<file path="src/rtl/core/sc_pkg.sv">
package sc_pkg;

  localparam int DEPTH   = 16;
  localparam int DATA_W  = 32;
  localparam int ADDR_W  = (DEPTH > 1) ? $clog2(DEPTH) : 1;
  localparam int CNT_W   = $clog2(DEPTH + 1);
  localparam int FILL_W  = 5;
  localparam int STEP_W  = $clog2(DATA_W + 1);
  localparam int QDEPTH  = 2;
  localparam int QADDR_W = 1;
  localparam int QCNT_W  = 2;

  typedef logic [DATA_W-1:0]  data_t;
  typedef logic [ADDR_W-1:0]  addr_t;
  typedef logic [CNT_W-1:0]   cnt_t;
  typedef logic [FILL_W-1:0]  fill_t;
  typedef logic [STEP_W-1:0]  step_t;
  typedef logic [QADDR_W-1:0] qaddr_t;
  typedef logic [QCNT_W-1:0]  qcnt_t;

  typedef enum logic [2:0] {
    ACT_PUSH = 3'd0,
    ACT_POP  = 3'd1,
    ACT_ADD  = 3'd2,
    ACT_SUB  = 3'd3,
    ACT_DIV  = 3'd4,
    ACT_MUL  = 3'd5,
    ACT_PEEK = 3'd6,
    ACT_DUMP = 3'd7
  } action_t;

  typedef enum logic [2:0] {
    ST_OK        = 3'd0,
    ST_OVERFLOW  = 3'd1,
    ST_UNDERFLOW = 3'd2,
    ST_DIVZERO   = 3'd3,
    ST_EMPTY     = 3'd4
  } status_t;

  typedef enum logic [2:0] {
    K_PUSH  = 3'd0,
    K_POP   = 3'd1,
    K_ARITH = 3'd2,
    K_PEEK  = 3'd3,
    K_DUMP  = 3'd4
  } kind_t;

  typedef enum logic [1:0] {
    OP_ADD = 2'd0,
    OP_SUB = 2'd1,
    OP_DIV = 2'd2,
    OP_MUL = 2'd3
  } op_t;

  typedef struct packed {
    kind_t kind;
    op_t   op;
    data_t operand;
  } cmd_t;

endpackage

</file>
<file path="src/rtl/core/sc_if.sv">
interface sc_in_if;
  logic               valid;
  logic               ready;
  logic [2:0]         action;
  logic signed [31:0] operand;

  modport source (output valid, action, operand, input ready);
  modport sink (input valid, action, operand, output ready);
endinterface

interface sc_out_if;
  logic               valid;
  logic               ready;
  logic [2:0]         status;
  logic signed [31:0] result_value;
  logic [4:0]         fill_level;
  logic               last;

  modport source (output valid, status, result_value, fill_level, last, input ready);
  modport sink (input valid, status, result_value, fill_level, last, output ready);
endinterface

</file>
<file path="src/rtl/core/sc_ram.sv">
module sc_ram #(
  parameter int WIDTH = 32,
  parameter int DEPTH = 16
) (
  input  logic                                   clk,
  input  logic                                   wr_en,
  input  logic [((DEPTH > 1) ? $clog2(DEPTH) : 1)-1:0] wr_addr,
  input  logic [WIDTH-1:0]                       wr_data,
  input  logic                                   rd_en,
  input  logic [((DEPTH > 1) ? $clog2(DEPTH) : 1)-1:0] rd_addr,
  output logic [WIDTH-1:0]                       rd_data
);

  logic [WIDTH-1:0] mem [DEPTH];

  always_ff @(posedge clk) begin
    if (wr_en) begin
      mem[wr_addr] <= wr_data;
    end
    if (rd_en) begin
      rd_data <= mem[rd_addr];
    end
  end

endmodule

</file>
<file path="src/rtl/core/sc_div.sv">
module sc_div (
  input  logic          clk,
  input  logic          rst_n,
  input  logic          start,
  input  sc_pkg::data_t dividend,
  input  sc_pkg::data_t divisor,
  output logic          done,
  output sc_pkg::data_t quotient
);

  logic          busy_r;
  logic          done_r;
  sc_pkg::step_t step_r;
  sc_pkg::data_t rem_r;
  sc_pkg::data_t quo_r;
  sc_pkg::data_t mb_r;
  logic          neg_r;

  logic                      na;
  logic                      nb;
  logic [sc_pkg::DATA_W:0]   rem_sh;
  logic [sc_pkg::DATA_W:0]   diff;

  assign na = dividend[sc_pkg::DATA_W-1];
  assign nb = divisor[sc_pkg::DATA_W-1];
  assign rem_sh = {rem_r, quo_r[sc_pkg::DATA_W-1]};
  assign diff = rem_sh - {1'b0, mb_r};

  // Restoring division on magnitudes, one quotient bit per cycle.
  always_ff @(posedge clk) begin
    if (!rst_n) begin
      busy_r <= 1'b0;
      done_r <= 1'b0;
      step_r <= '0;
    end else begin
      done_r <= !start && busy_r && (step_r == sc_pkg::step_t'(1));
      if (start) begin
        busy_r <= 1'b1;
        step_r <= sc_pkg::step_t'(sc_pkg::DATA_W);
      end else if (busy_r) begin
        step_r <= step_r - 1'b1;
        if (step_r == sc_pkg::step_t'(1)) begin
          busy_r <= 1'b0;
        end
      end
    end
  end

  always_ff @(posedge clk) begin
    if (start) begin
      rem_r <= '0;
      quo_r <= na ? (sc_pkg::data_t'(0) - dividend) : dividend;
      mb_r  <= nb ? (sc_pkg::data_t'(0) - divisor) : divisor;
      neg_r <= na ^ nb;
    end else if (busy_r) begin
      if (!diff[sc_pkg::DATA_W]) begin
        rem_r <= diff[sc_pkg::DATA_W-1:0];
        quo_r <= {quo_r[sc_pkg::DATA_W-2:0], 1'b1};
      end else begin
        rem_r <= rem_sh[sc_pkg::DATA_W-1:0];
        quo_r <= {quo_r[sc_pkg::DATA_W-2:0], 1'b0};
      end
    end
  end

  assign done = done_r;
  assign quotient = neg_r ? (sc_pkg::data_t'(0) - quo_r) : quo_r;

endmodule

</file>
<file path="src/rtl/core/sc_front.sv">
module sc_front (
  input  logic         clk,
  input  logic         rst_n,
  sc_in_if.sink        in_ch,
  output logic         q_valid,
  output sc_pkg::cmd_t q_cmd,
  input  logic         q_ready
);

  sc_pkg::cmd_t   ent_r [sc_pkg::QDEPTH];
  sc_pkg::qaddr_t wr_ptr_r;
  sc_pkg::qaddr_t rd_ptr_r;
  sc_pkg::qcnt_t  cnt_r;
  sc_pkg::cmd_t   dec;
  logic           push;
  logic           pop;

  always_comb begin
    dec.operand = in_ch.operand;
    dec.op      = sc_pkg::OP_ADD;
    case (sc_pkg::action_t'(in_ch.action))
      sc_pkg::ACT_PUSH: dec.kind = sc_pkg::K_PUSH;
      sc_pkg::ACT_POP:  dec.kind = sc_pkg::K_POP;
      sc_pkg::ACT_ADD: begin
        dec.kind = sc_pkg::K_ARITH;
        dec.op   = sc_pkg::OP_ADD;
      end
      sc_pkg::ACT_SUB: begin
        dec.kind = sc_pkg::K_ARITH;
        dec.op   = sc_pkg::OP_SUB;
      end
      sc_pkg::ACT_DIV: begin
        dec.kind = sc_pkg::K_ARITH;
        dec.op   = sc_pkg::OP_DIV;
      end
      sc_pkg::ACT_MUL: begin
        dec.kind = sc_pkg::K_ARITH;
        dec.op   = sc_pkg::OP_MUL;
      end
      sc_pkg::ACT_PEEK: dec.kind = sc_pkg::K_PEEK;
      sc_pkg::ACT_DUMP: dec.kind = sc_pkg::K_DUMP;
      default:          dec.kind = sc_pkg::K_DUMP;
    endcase
  end

  assign in_ch.ready = (cnt_r != sc_pkg::qcnt_t'(sc_pkg::QDEPTH));
  assign q_valid = (cnt_r != '0);
  assign q_cmd = ent_r[rd_ptr_r];
  assign push = in_ch.valid && in_ch.ready;
  assign pop = q_valid && q_ready;

  always_ff @(posedge clk) begin
    if (!rst_n) begin
      wr_ptr_r <= '0;
      rd_ptr_r <= '0;
      cnt_r    <= '0;
    end else begin
      if (push) begin
        wr_ptr_r <= wr_ptr_r + 1'b1;
      end
      if (pop) begin
        rd_ptr_r <= rd_ptr_r + 1'b1;
      end
      if (push && !pop) begin
        cnt_r <= cnt_r + 1'b1;
      end else if (pop && !push) begin
        cnt_r <= cnt_r - 1'b1;
      end
    end
  end

  always_ff @(posedge clk) begin
    if (push) begin
      ent_r[wr_ptr_r] <= dec;
    end
  end

endmodule

</file>
<file path="src/rtl/core/sc_back.sv">
module sc_back (
  input  logic         clk,
  input  logic         rst_n,
  input  logic         q_valid,
  input  sc_pkg::cmd_t q_cmd,
  output logic         q_ready,
  sc_out_if.source     out_ch
);

  typedef enum logic [7:0] {
    S_IDLE = 8'b00000001,
    S_POP  = 8'b00000010,
    S_PEEK = 8'b00000100,
    S_RDB  = 8'b00001000,
    S_RDA  = 8'b00010000,
    S_DIV  = 8'b00100000,
    S_WB   = 8'b01000000,
    S_DUMP = 8'b10000000
  } state_t;

  state_t        state_r, state_nxt;
  sc_pkg::cnt_t  cnt_r, cnt_nxt;
  sc_pkg::cmd_t  cmd_r, cmd_nxt;
  sc_pkg::data_t b_r, b_nxt;
  sc_pkg::data_t res_r, res_nxt;
  sc_pkg::addr_t idx_r, idx_nxt;

  logic          wr_en;
  sc_pkg::addr_t wr_addr;
  sc_pkg::data_t wr_data;
  logic          rd_en;
  sc_pkg::addr_t rd_addr;
  sc_pkg::data_t rd_data;

  logic          div_start;
  logic          div_done;
  sc_pkg::data_t div_quo;

  logic            out_valid_r;
  sc_pkg::status_t out_status_r;
  sc_pkg::data_t   out_value_r;
  sc_pkg::fill_t   out_fill_r;
  logic            out_last_r;

  logic            out_free;
  logic            emit;
  sc_pkg::status_t e_status;
  sc_pkg::data_t   e_value;
  sc_pkg::cnt_t    e_fill;
  logic            e_last;
  sc_pkg::cnt_t    cnt_m1;
  sc_pkg::cnt_t    cnt_m2;

  sc_ram #(
    .WIDTH (sc_pkg::DATA_W),
    .DEPTH (sc_pkg::DEPTH)
  ) u_stack (
    .clk     (clk),
    .wr_en   (wr_en),
    .wr_addr (wr_addr),
    .wr_data (wr_data),
    .rd_en   (rd_en),
    .rd_addr (rd_addr),
    .rd_data (rd_data)
  );

  sc_div u_div (
    .clk      (clk),
    .rst_n    (rst_n),
    .start    (div_start),
    .dividend (rd_data),
    .divisor  (b_r),
    .done     (div_done),
    .quotient (div_quo)
  );

  assign out_free = !out_valid_r || out_ch.ready;
  assign cnt_m1 = cnt_r - 1'b1;
  assign cnt_m2 = cnt_r - 2'd2;

  always_comb begin
    state_nxt = state_r;
    cnt_nxt   = cnt_r;
    cmd_nxt   = cmd_r;
    b_nxt     = b_r;
    res_nxt   = res_r;
    idx_nxt   = idx_r;
    q_ready   = 1'b0;
    wr_en     = 1'b0;
    wr_addr   = cnt_r[sc_pkg::ADDR_W-1:0];
    wr_data   = q_cmd.operand;
    rd_en     = 1'b0;
    rd_addr   = cnt_m1[sc_pkg::ADDR_W-1:0];
    div_start = 1'b0;
    emit      = 1'b0;
    e_status  = sc_pkg::ST_OK;
    e_value   = '0;
    e_fill    = cnt_r;
    e_last    = 1'b1;

    case (state_r)
      S_IDLE: begin
        // A command is taken only when the output slot can hold its result.
        q_ready = out_free;
        if (q_valid && out_free) begin
          cmd_nxt = q_cmd;
          case (q_cmd.kind)
            sc_pkg::K_PUSH: begin
              emit = 1'b1;
              if (cnt_r == sc_pkg::cnt_t'(sc_pkg::DEPTH)) begin
                e_status = sc_pkg::ST_OVERFLOW;
              end else begin
                wr_en   = 1'b1;
                cnt_nxt = cnt_r + 1'b1;
                e_fill  = cnt_r + 1'b1;
              end
            end
            sc_pkg::K_POP: begin
              if (cnt_r == '0) begin
                emit     = 1'b1;
                e_status = sc_pkg::ST_UNDERFLOW;
              end else begin
                rd_en     = 1'b1;
                state_nxt = S_POP;
              end
            end
            sc_pkg::K_ARITH: begin
              if (cnt_r < sc_pkg::cnt_t'(2)) begin
                emit     = 1'b1;
                e_status = sc_pkg::ST_UNDERFLOW;
              end else begin
                rd_en     = 1'b1;
                state_nxt = S_RDB;
              end
            end
            sc_pkg::K_PEEK: begin
              if (cnt_r == '0) begin
                emit     = 1'b1;
                e_status = sc_pkg::ST_EMPTY;
              end else begin
                rd_en     = 1'b1;
                state_nxt = S_PEEK;
              end
            end
            sc_pkg::K_DUMP: begin
              if (cnt_r == '0) begin
                emit     = 1'b1;
                e_status = sc_pkg::ST_EMPTY;
              end else begin
                rd_en     = 1'b1;
                rd_addr   = '0;
                idx_nxt   = '0;
                state_nxt = S_DUMP;
              end
            end
            default: begin
              emit     = 1'b1;
              e_status = sc_pkg::ST_EMPTY;
            end
          endcase
        end
      end
      S_POP: begin
        if (out_free) begin
          emit      = 1'b1;
          e_value   = rd_data;
          cnt_nxt   = cnt_m1;
          e_fill    = cnt_m1;
          state_nxt = S_IDLE;
        end
      end
      S_PEEK: begin
        if (out_free) begin
          emit      = 1'b1;
          e_value   = rd_data;
          state_nxt = S_IDLE;
        end
      end
      S_RDB: begin
        if (cmd_r.op == sc_pkg::OP_DIV && rd_data == '0) begin
          if (out_free) begin
            emit      = 1'b1;
            e_status  = sc_pkg::ST_DIVZERO;
            state_nxt = S_IDLE;
          end
        end else begin
          b_nxt     = rd_data;
          rd_en     = 1'b1;
          rd_addr   = cnt_m2[sc_pkg::ADDR_W-1:0];
          state_nxt = S_RDA;
        end
      end
      S_RDA: begin
        case (cmd_r.op)
          sc_pkg::OP_ADD: begin
            res_nxt   = rd_data + b_r;
            state_nxt = S_WB;
          end
          sc_pkg::OP_SUB: begin
            res_nxt   = rd_data - b_r;
            state_nxt = S_WB;
          end
          sc_pkg::OP_MUL: begin
            res_nxt   = rd_data * b_r;
            state_nxt = S_WB;
          end
          sc_pkg::OP_DIV: begin
            div_start = 1'b1;
            state_nxt = S_DIV;
          end
          default: state_nxt = S_WB;
        endcase
      end
      S_DIV: begin
        if (div_done) begin
          res_nxt   = div_quo;
          state_nxt = S_WB;
        end
      end
      S_WB: begin
        if (out_free) begin
          wr_en     = 1'b1;
          wr_addr   = cnt_m2[sc_pkg::ADDR_W-1:0];
          wr_data   = res_r;
          cnt_nxt   = cnt_m1;
          emit      = 1'b1;
          e_value   = res_r;
          e_fill    = cnt_m1;
          state_nxt = S_IDLE;
        end
      end
      S_DUMP: begin
        // One entry per cycle while the output slot is free; the next read is issued as the current one leaves.
        if (out_free) begin
          emit    = 1'b1;
          e_value = rd_data;
          e_last  = (sc_pkg::cnt_t'(idx_r) == cnt_m1);
          if (e_last) begin
            state_nxt = S_IDLE;
          end else begin
            idx_nxt = idx_r + 1'b1;
            rd_en   = 1'b1;
            rd_addr = idx_r + 1'b1;
          end
        end
      end
      default: state_nxt = S_IDLE;
    endcase
  end

  always_ff @(posedge clk) begin
    if (!rst_n) begin
      state_r     <= S_IDLE;
      cnt_r       <= '0;
      out_valid_r <= 1'b0;
    end else begin
      state_r <= state_nxt;
      cnt_r   <= cnt_nxt;
      if (emit) begin
        out_valid_r <= 1'b1;
      end else if (out_ch.ready) begin
        out_valid_r <= 1'b0;
      end
    end
  end

  always_ff @(posedge clk) begin
    cmd_r <= cmd_nxt;
    b_r   <= b_nxt;
    res_r <= res_nxt;
    idx_r <= idx_nxt;
    if (emit) begin
      out_status_r <= e_status;
      out_value_r  <= e_value;
      out_fill_r   <= sc_pkg::fill_t'(e_fill);
      out_last_r   <= e_last;
    end
  end

  assign out_ch.valid        = out_valid_r;
  assign out_ch.status       = out_status_r;
  assign out_ch.result_value = out_value_r;
  assign out_ch.fill_level   = out_fill_r;
  assign out_ch.last         = out_last_r;

endmodule

</file>
<file path="src/rtl/core/stack_calculator.sv">
// Postfix stack calculator on signed 32-bit values.
// in_ch carries one command per transfer (action, operand); out_ch returns
// the results with a status, the stack fill level and a last flag. Every
// command gives one result, except a dump of a non-empty stack, which gives
// one result per entry from bottom to top with last set on the top entry.
// Commands enter a two-entry queue, so in_ch keeps accepting while the
// execution unit works or the receiver stalls; a full queue drops ready.
// Push, overflow, underflow and empty results come straight from the idle
// state; pop and peek first read the top entry; add, subtract and multiply
// read the two top entries of the stack memory, compute and write back;
// divide runs the radix-2 divider in place of the compute step, and a zero
// divisor is reported after the first read. A dump reads the entries one
// after another. Items run one at a time through the execution unit.
// When out_ch stalls, the result waits in the output register and the
// execution unit holds. Reset empties the stack and the queue; the stack
// memory itself is not cleared, since only entries below the fill level
// are ever read.
module stack_calculator (
  input  logic     clk,
  input  logic     rst_n,
  sc_in_if.sink    in_ch,
  sc_out_if.source out_ch
);

  logic         q_valid;
  logic         q_ready;
  sc_pkg::cmd_t q_cmd;

  sc_front u_front (
    .clk     (clk),
    .rst_n   (rst_n),
    .in_ch   (in_ch),
    .q_valid (q_valid),
    .q_cmd   (q_cmd),
    .q_ready (q_ready)
  );

  sc_back u_back (
    .clk     (clk),
    .rst_n   (rst_n),
    .q_valid (q_valid),
    .q_cmd   (q_cmd),
    .q_ready (q_ready),
    .out_ch  (out_ch)
  );

`ifndef SYNTHESIS
  a_err_zero_value: assert property (@(posedge clk) disable iff (!rst_n)
    out_ch.valid && out_ch.status != sc_pkg::ST_OK |-> out_ch.result_value == '0)
    else $error("error result carries a nonzero value");

  a_nonlast_ok: assert property (@(posedge clk) disable iff (!rst_n)
    out_ch.valid && !out_ch.last |-> out_ch.status == sc_pkg::ST_OK)
    else $error("a result before the last one has an error status");

  a_queue_hold: assert property (@(posedge clk) disable iff (!rst_n)
    q_valid && !q_ready |=> q_valid && $stable(q_cmd))
    else $error("queued command lost while the execution unit was busy");
`endif

endmodule

</file>
<file path="src/flat_wrapper.sv">
// flat-port wrapper written by rule: the top's interface ports become plain ports
module stack_calculator_flat 
  (clk, rst_n, in_ch_valid, in_ch_action, in_ch_operand, in_ch_ready, out_ch_valid, out_ch_status, out_ch_result_value, out_ch_fill_level, out_ch_last, out_ch_ready);
  sc_in_if in_ch_i ();
  sc_out_if out_ch_i ();
  input  logic clk;
  input  logic rst_n;
  input wire logic [$bits(in_ch_i.valid)-1:0] in_ch_valid;
  input wire logic [$bits(in_ch_i.action)-1:0] in_ch_action;
  input wire logic [$bits(in_ch_i.operand)-1:0] in_ch_operand;
  output wire logic [$bits(in_ch_i.ready)-1:0] in_ch_ready;
  output wire logic [$bits(out_ch_i.valid)-1:0] out_ch_valid;
  output wire logic [$bits(out_ch_i.status)-1:0] out_ch_status;
  output wire logic [$bits(out_ch_i.result_value)-1:0] out_ch_result_value;
  output wire logic [$bits(out_ch_i.fill_level)-1:0] out_ch_fill_level;
  output wire logic [$bits(out_ch_i.last)-1:0] out_ch_last;
  input wire logic [$bits(out_ch_i.ready)-1:0] out_ch_ready;
  assign in_ch_i.valid = in_ch_valid;
  assign in_ch_i.action = in_ch_action;
  assign in_ch_i.operand = in_ch_operand;
  assign in_ch_ready = in_ch_i.ready;
  assign out_ch_valid = out_ch_i.valid;
  assign out_ch_status = out_ch_i.status;
  assign out_ch_result_value = out_ch_i.result_value;
  assign out_ch_fill_level = out_ch_i.fill_level;
  assign out_ch_last = out_ch_i.last;
  assign out_ch_i.ready = out_ch_ready;
  stack_calculator u_core (.clk(clk), .rst_n(rst_n), .in_ch(in_ch_i), .out_ch(out_ch_i));
endmodule
</file>
<file path="config.mk">
export PLATFORM = sky130hd
export DESIGN_NAME = stack_calculator_flat
export DESIGN_NICKNAME = d
export VERILOG_FILES = /design/src/rtl/core/sc_pkg.sv /design/src/rtl/core/sc_if.sv /design/src/rtl/core/sc_ram.sv /design/src/rtl/core/sc_div.sv /design/src/rtl/core/sc_front.sv /design/src/rtl/core/sc_back.sv /design/src/rtl/core/stack_calculator.sv /design/src/flat_wrapper.sv
export SDC_FILE = /design/constraint.sdc
export NUM_CORES = 2
export LEC_CHECK = 0
export ABC_AREA = 0
export ABC_CLOCK_PERIOD_IN_PS = 8250
export BUFFER_PORTS_ARGS = -buffer_cell sky130_fd_sc_hd__buf_4
export CORE_MARGIN = 2
export CORE_UTILIZATION = 60
export CTS_CLUSTER_DIAMETER = 30
export DETAILED_ROUTE_END_ITERATION = 16
export PLACE_DENSITY = 0.76
export SYNTH_ARGS = -nofsm -noshare
export SYNTH_HDL_FRONTEND = slang
export SYNTH_SLANG_ARGS = --single-unit
export TNS_END_PERCENT = 1
</file>
<file path="constraint.sdc">
create_clock -name clk -period 8.25 [get_ports clk]
set_clock_uncertainty 0.2 [all_clocks]
set_input_delay 0.825 -clock clk [delete_from_list [all_inputs] [get_ports clk]]
set_output_delay 0.825 -clock clk [all_outputs]
set_load 0.005 [all_outputs]
</file>
==> results.py <==
metrics = {
    "timing": {
        "aggregate_negative_setup_slack_ns": 0,
        "final-setup-viol-count": 0,
        "setup_repair_after_global_routing_missed_its_margin": "no",
        "timing.final.crit_period_ns": 7.936,
        "fin_worst_hold_slack_ns": 0.02323,
        "max_slew.worst_pin.slew_ns": 1.268,
        "max_slew_margin_pct": 15.27,
        "timing.final.max_slew_violations": 0,
        "finalHoldViolCount": 0,
        "final_min_period_over_clock_period_pct": 96.20,
        "fmax_mhz": 126.0,
    },
    "detailed_routing": {
        "routed_wl_um": 158700,
        "routed_wire_length_per_instance_um": 24.39,
        "initialDrtViolationCount": 4506,
        "dr_total_vias": 40390,
        "post_route_drc": 0,
        "drt_pass1_iterations": 7,
        "post_drt_via_cell_ratio": 6.207,
        "antenna_violating_nets_post_route": 0,
    },
    "setup_path": {
        "critical_path_start": "u_core.u_back.u_stack.rd_data[17]$_DFFE_PP_",
        "arrival_ns": 8.19,
        "worst_path_max_delay_cell": "edfxtp_1",
        "reg2reg_from": "u_core.u_back.u_stack.rd_data[17]$_DFFE_PP_",
        "worst_path_cell_trace": "and2_1 -> fa_1 -> inv_1 -> fa_1 -> fa_1 -> fa_1 -> inv_1 -> fa_1 -> fa_1 -> fa_1 -> fa_1 -> ha_1 -> a21oi_1 -> o211ai_1 -> a221oi_1 -> nand2_1 -> o21ai_0 -> buf_4 -> o21ai_0 -> a21o_1 -> a211oi_1 -> a22oi_1",
        "timing.critical_path.fanout_max": 17,
        "cp.required_ns": 8.50,
        "critical_path.most_common_cell": "fa_1",
        "worstSetupStartpointType": "register",
        "worst_path_top_cell_family_by_delay": "adder cells",
        "combined_buffer_and_inverter_count_along_the_critical_path": 3,
        "timing.critical_path.slowest_cell_delay_ns": 0.73,
        "endpoint_kind": "register",
        "crit_path_kind": "register to register",
    },
    "global_routing": {
        "grt_first_pass_wirelength_um": 238400,
        "antenna_found_initial": 10,
        "grt_pass1_vias": 40590,
        "global_route.overflow_total": 0,
        "grt_start_max_net_pins": 103,
        "grt_usage_pct": 33.59,
    },
    "floorplanning": {
        "start_util_pct": 60.43,
        "io_pins": 82,
        "total_number_of_placement_rows": 111,
        "dieHeight_um": 307.6,
        "die_width_um": 307.6,
        "core_region_area_mm2": 0.09152,
        "design.die.area_mm2": 0.09462,
    },
    "synth": {
        "synthCells": 5022,
        "synth_fp_nets": 5670,
        "synth-warning-count": 0,
        "number_of_enable_type_register_cells_in_the_synthesized_netlist": 794,
        "yosysUniqueCellTypes": 88,
        "ys_ff_latch": 853,
        "synth_sequential_area_ratio_pct": 45.25,
        "syn_area_mm2": 0.05531,
        "async_reset_ff_share_pct": 0,
        "dominantRegCellSynth": "edfxtp_1",
        "syn_avg_cell_area_um2": 11.01,
    },
    "placement": {
        "dpl.cell_count": 6161,
        "post_dp_cell_area_mm2": 0.05767,
        "post_dp_hpwl_um": 104500,
        "gp_routability_congestion": 1.007,
        "io_buffers": 81,
    },
    "finish": {
        "mostFrequentLayoutCells": "nand2_1, edfxtp_1, inv_1",
        "mostFrequentLayoutCell": "nand2_1",
        "num-nets-final": 5823,
        "final_cells": 6508,
        "area_growth_pct": 15.58,
        "layout-drive-gt1-share_pct": 12.23,
        "final_cell_area_mm2": 0.06392,
    },
    "clock_tree": {
        "clock-sinks": 853,
        "cts_buffer_depth": 3,
        "reg_clk_slew_reported_paths_ns": 0.05,
        "cts_hold_buffers": 0,
        "cts-buffers-inserted": 169,
        "cts_resized": 0,
        "clock_tree.root_cell": "clkbuf_16",
        "cts_tree": "yes",
        "insertion_delay_ns": 0.80,
        "cts_htree_levels": 4,
        "postCtsSetupRepairBufs": 0,
    },
    "run": {
        "cap_violations": 0,
    },
    "hold_path": {
        "min-delay-path-class": "primary input to register",
        "hold_start": "in_ch_operand[5]",
    },
    "outcome": {
        "run_status": "finished, final reports clean",
    },
}
[area by class of cell]
cell class	instances	area, µm²
fillers	6261	27600
multi-input cells	3426	27540
clock inverters	129	1659
repair buffers	280	2190
flip-flops and latches	853	25030
diodes	1	2.502
inverters	445	1670
clock buffers	188	4353
well taps	1186	1484
[metrics by stage]
stage / utilization [%] / worst slack (ns)
4_1_cts: 69.58 / 0.2001
3_5_place_dp: 63.01 / 0.2547
2_1_floorplan: - / 0.9119
5_1_grt: 69.84 / 0.004427
3_3_place_gp: 63.01 / 0.3914
6_report: 69.84 / 0.3137
[path summary, 6_finish.rpt]
kind	end	slack, ns	depth (start not counted)
max	u_core.u_back.res_r[30]$_DFFE_PP_	0.31	22
min	u_core.u_front.ent_r[0][5]$_DFFE_PP_	0.02	1
max reg2reg	u_core.u_back.res_r[30]$_DFFE_PP_	0.31	22
min reg2reg	u_core.u_back.u_div.step_r[0]$_SDFFE_PP0P_	0.29	2
[state kept, by name, indices dropped and copies added (netlist names), named ones only]
signal                             cells
u_core.u_back.out_ch.result_value     32
u_core.u_back.cmd_r                    2
u_core.u_front.wr_ptr_r                1
u_core.u_back.u_stack.mem            512
u_core.u_back.u_div.quo_r             32
u_core.u_back.u_div.rem_r             32
u_core.u_back.u_div.neg_r              1
u_core.u_back.out_ch.fill_level        5
u_core.u_back.u_div.done               1
u_core.u_back.u_div.step_r             6
u_core.u_back.u_div.mb_r              32
u_core.u_back.out_ch.last              1
u_core.u_back.b_r                     32
u_core.u_back.cnt_r                    5
u_core.u_back.res_r                   32
u_core.u_front.ent_r                  74
u_core.u_back.out_ch.status            3
u_core.u_back.u_div.busy_r             1
u_core.u_front.cnt_r                   2
u_core.u_front.rd_ptr_r                1
u_core.u_back.state_r                  8
u_core.u_back.u_stack.rd_data         32
u_core.u_back.out_ch.valid             1
u_core.u_back.idx_r                    4
[Yosys cell counts, types with 12 or more instances]
library cell,count,area [µm²]
nor3_1,43,215.2
and2_1,326,2039
o21a_1,24,180.2
nor2_1,179,671.9
a32oi_1,96,840.8
o21ai_0,164,820.8
or3_1,34,212.7
edfxtp_1,794,23840
a21oi_1,211,1056
a32o_1,32,320.3
clkbuf_1,218,818.3
o21bai_1,14,105.1
o22ai_1,37,231.5
a21o_1,32,240.2
o31ai_1,35,262.8
dfxtp_1,59,1181
nand2_1,840,3153
buf_4,12,90.09
xnor2_1,142,1244
or4_1,14,105.1
fa_1,410,8208
nand2b_1,29,181.4
a31oi_1,22,137.6
ha_1,199,2490
nor3_2,32,320.3
and3_1,18,112.6
mux2i_1,100,1001
a211oi_1,25,187.7
buf_2,51,255.2
inv_1,445,1670
nor2b_1,26,162.7
nand3_1,33,165.2
o211ai_1,16,120.1
xor2_1,124,1086
[per-layer routing]
metal | vias up | track usage, % | wire, µm
met2 | 2252 | 53.59 | 74460
met3 | 481 | 7.673 | 16250
met5 | - | 0 | 69
li1 | 17590 | - | -
met1 | 20060 | 43.53 | 60750
met4 | 12 | 16.48 | 7200
[worst register-to-register path, delay by kind of cell, from the launching register on]
kind	cells	cell delay, ns
adders and majority gates	9	4.42
AOI/OAI and AO/OA	8	1.64
DFF	1	0.73
and+or+nand+nor	2	0.40
buffers and inverters	3	0.28
[cell families after synthesis]
logic type,share of synthesized area (%)
compound gates,9.717
simple gates,14.23
fa+ha+maj,19.34
mux,1.932
flops,45.25
buf+inv,5.321
xor+xnor,4.212
Power is not shown: default switching activity piles up to over one toggle a cycle in this logic, so the estimate is an artifact.
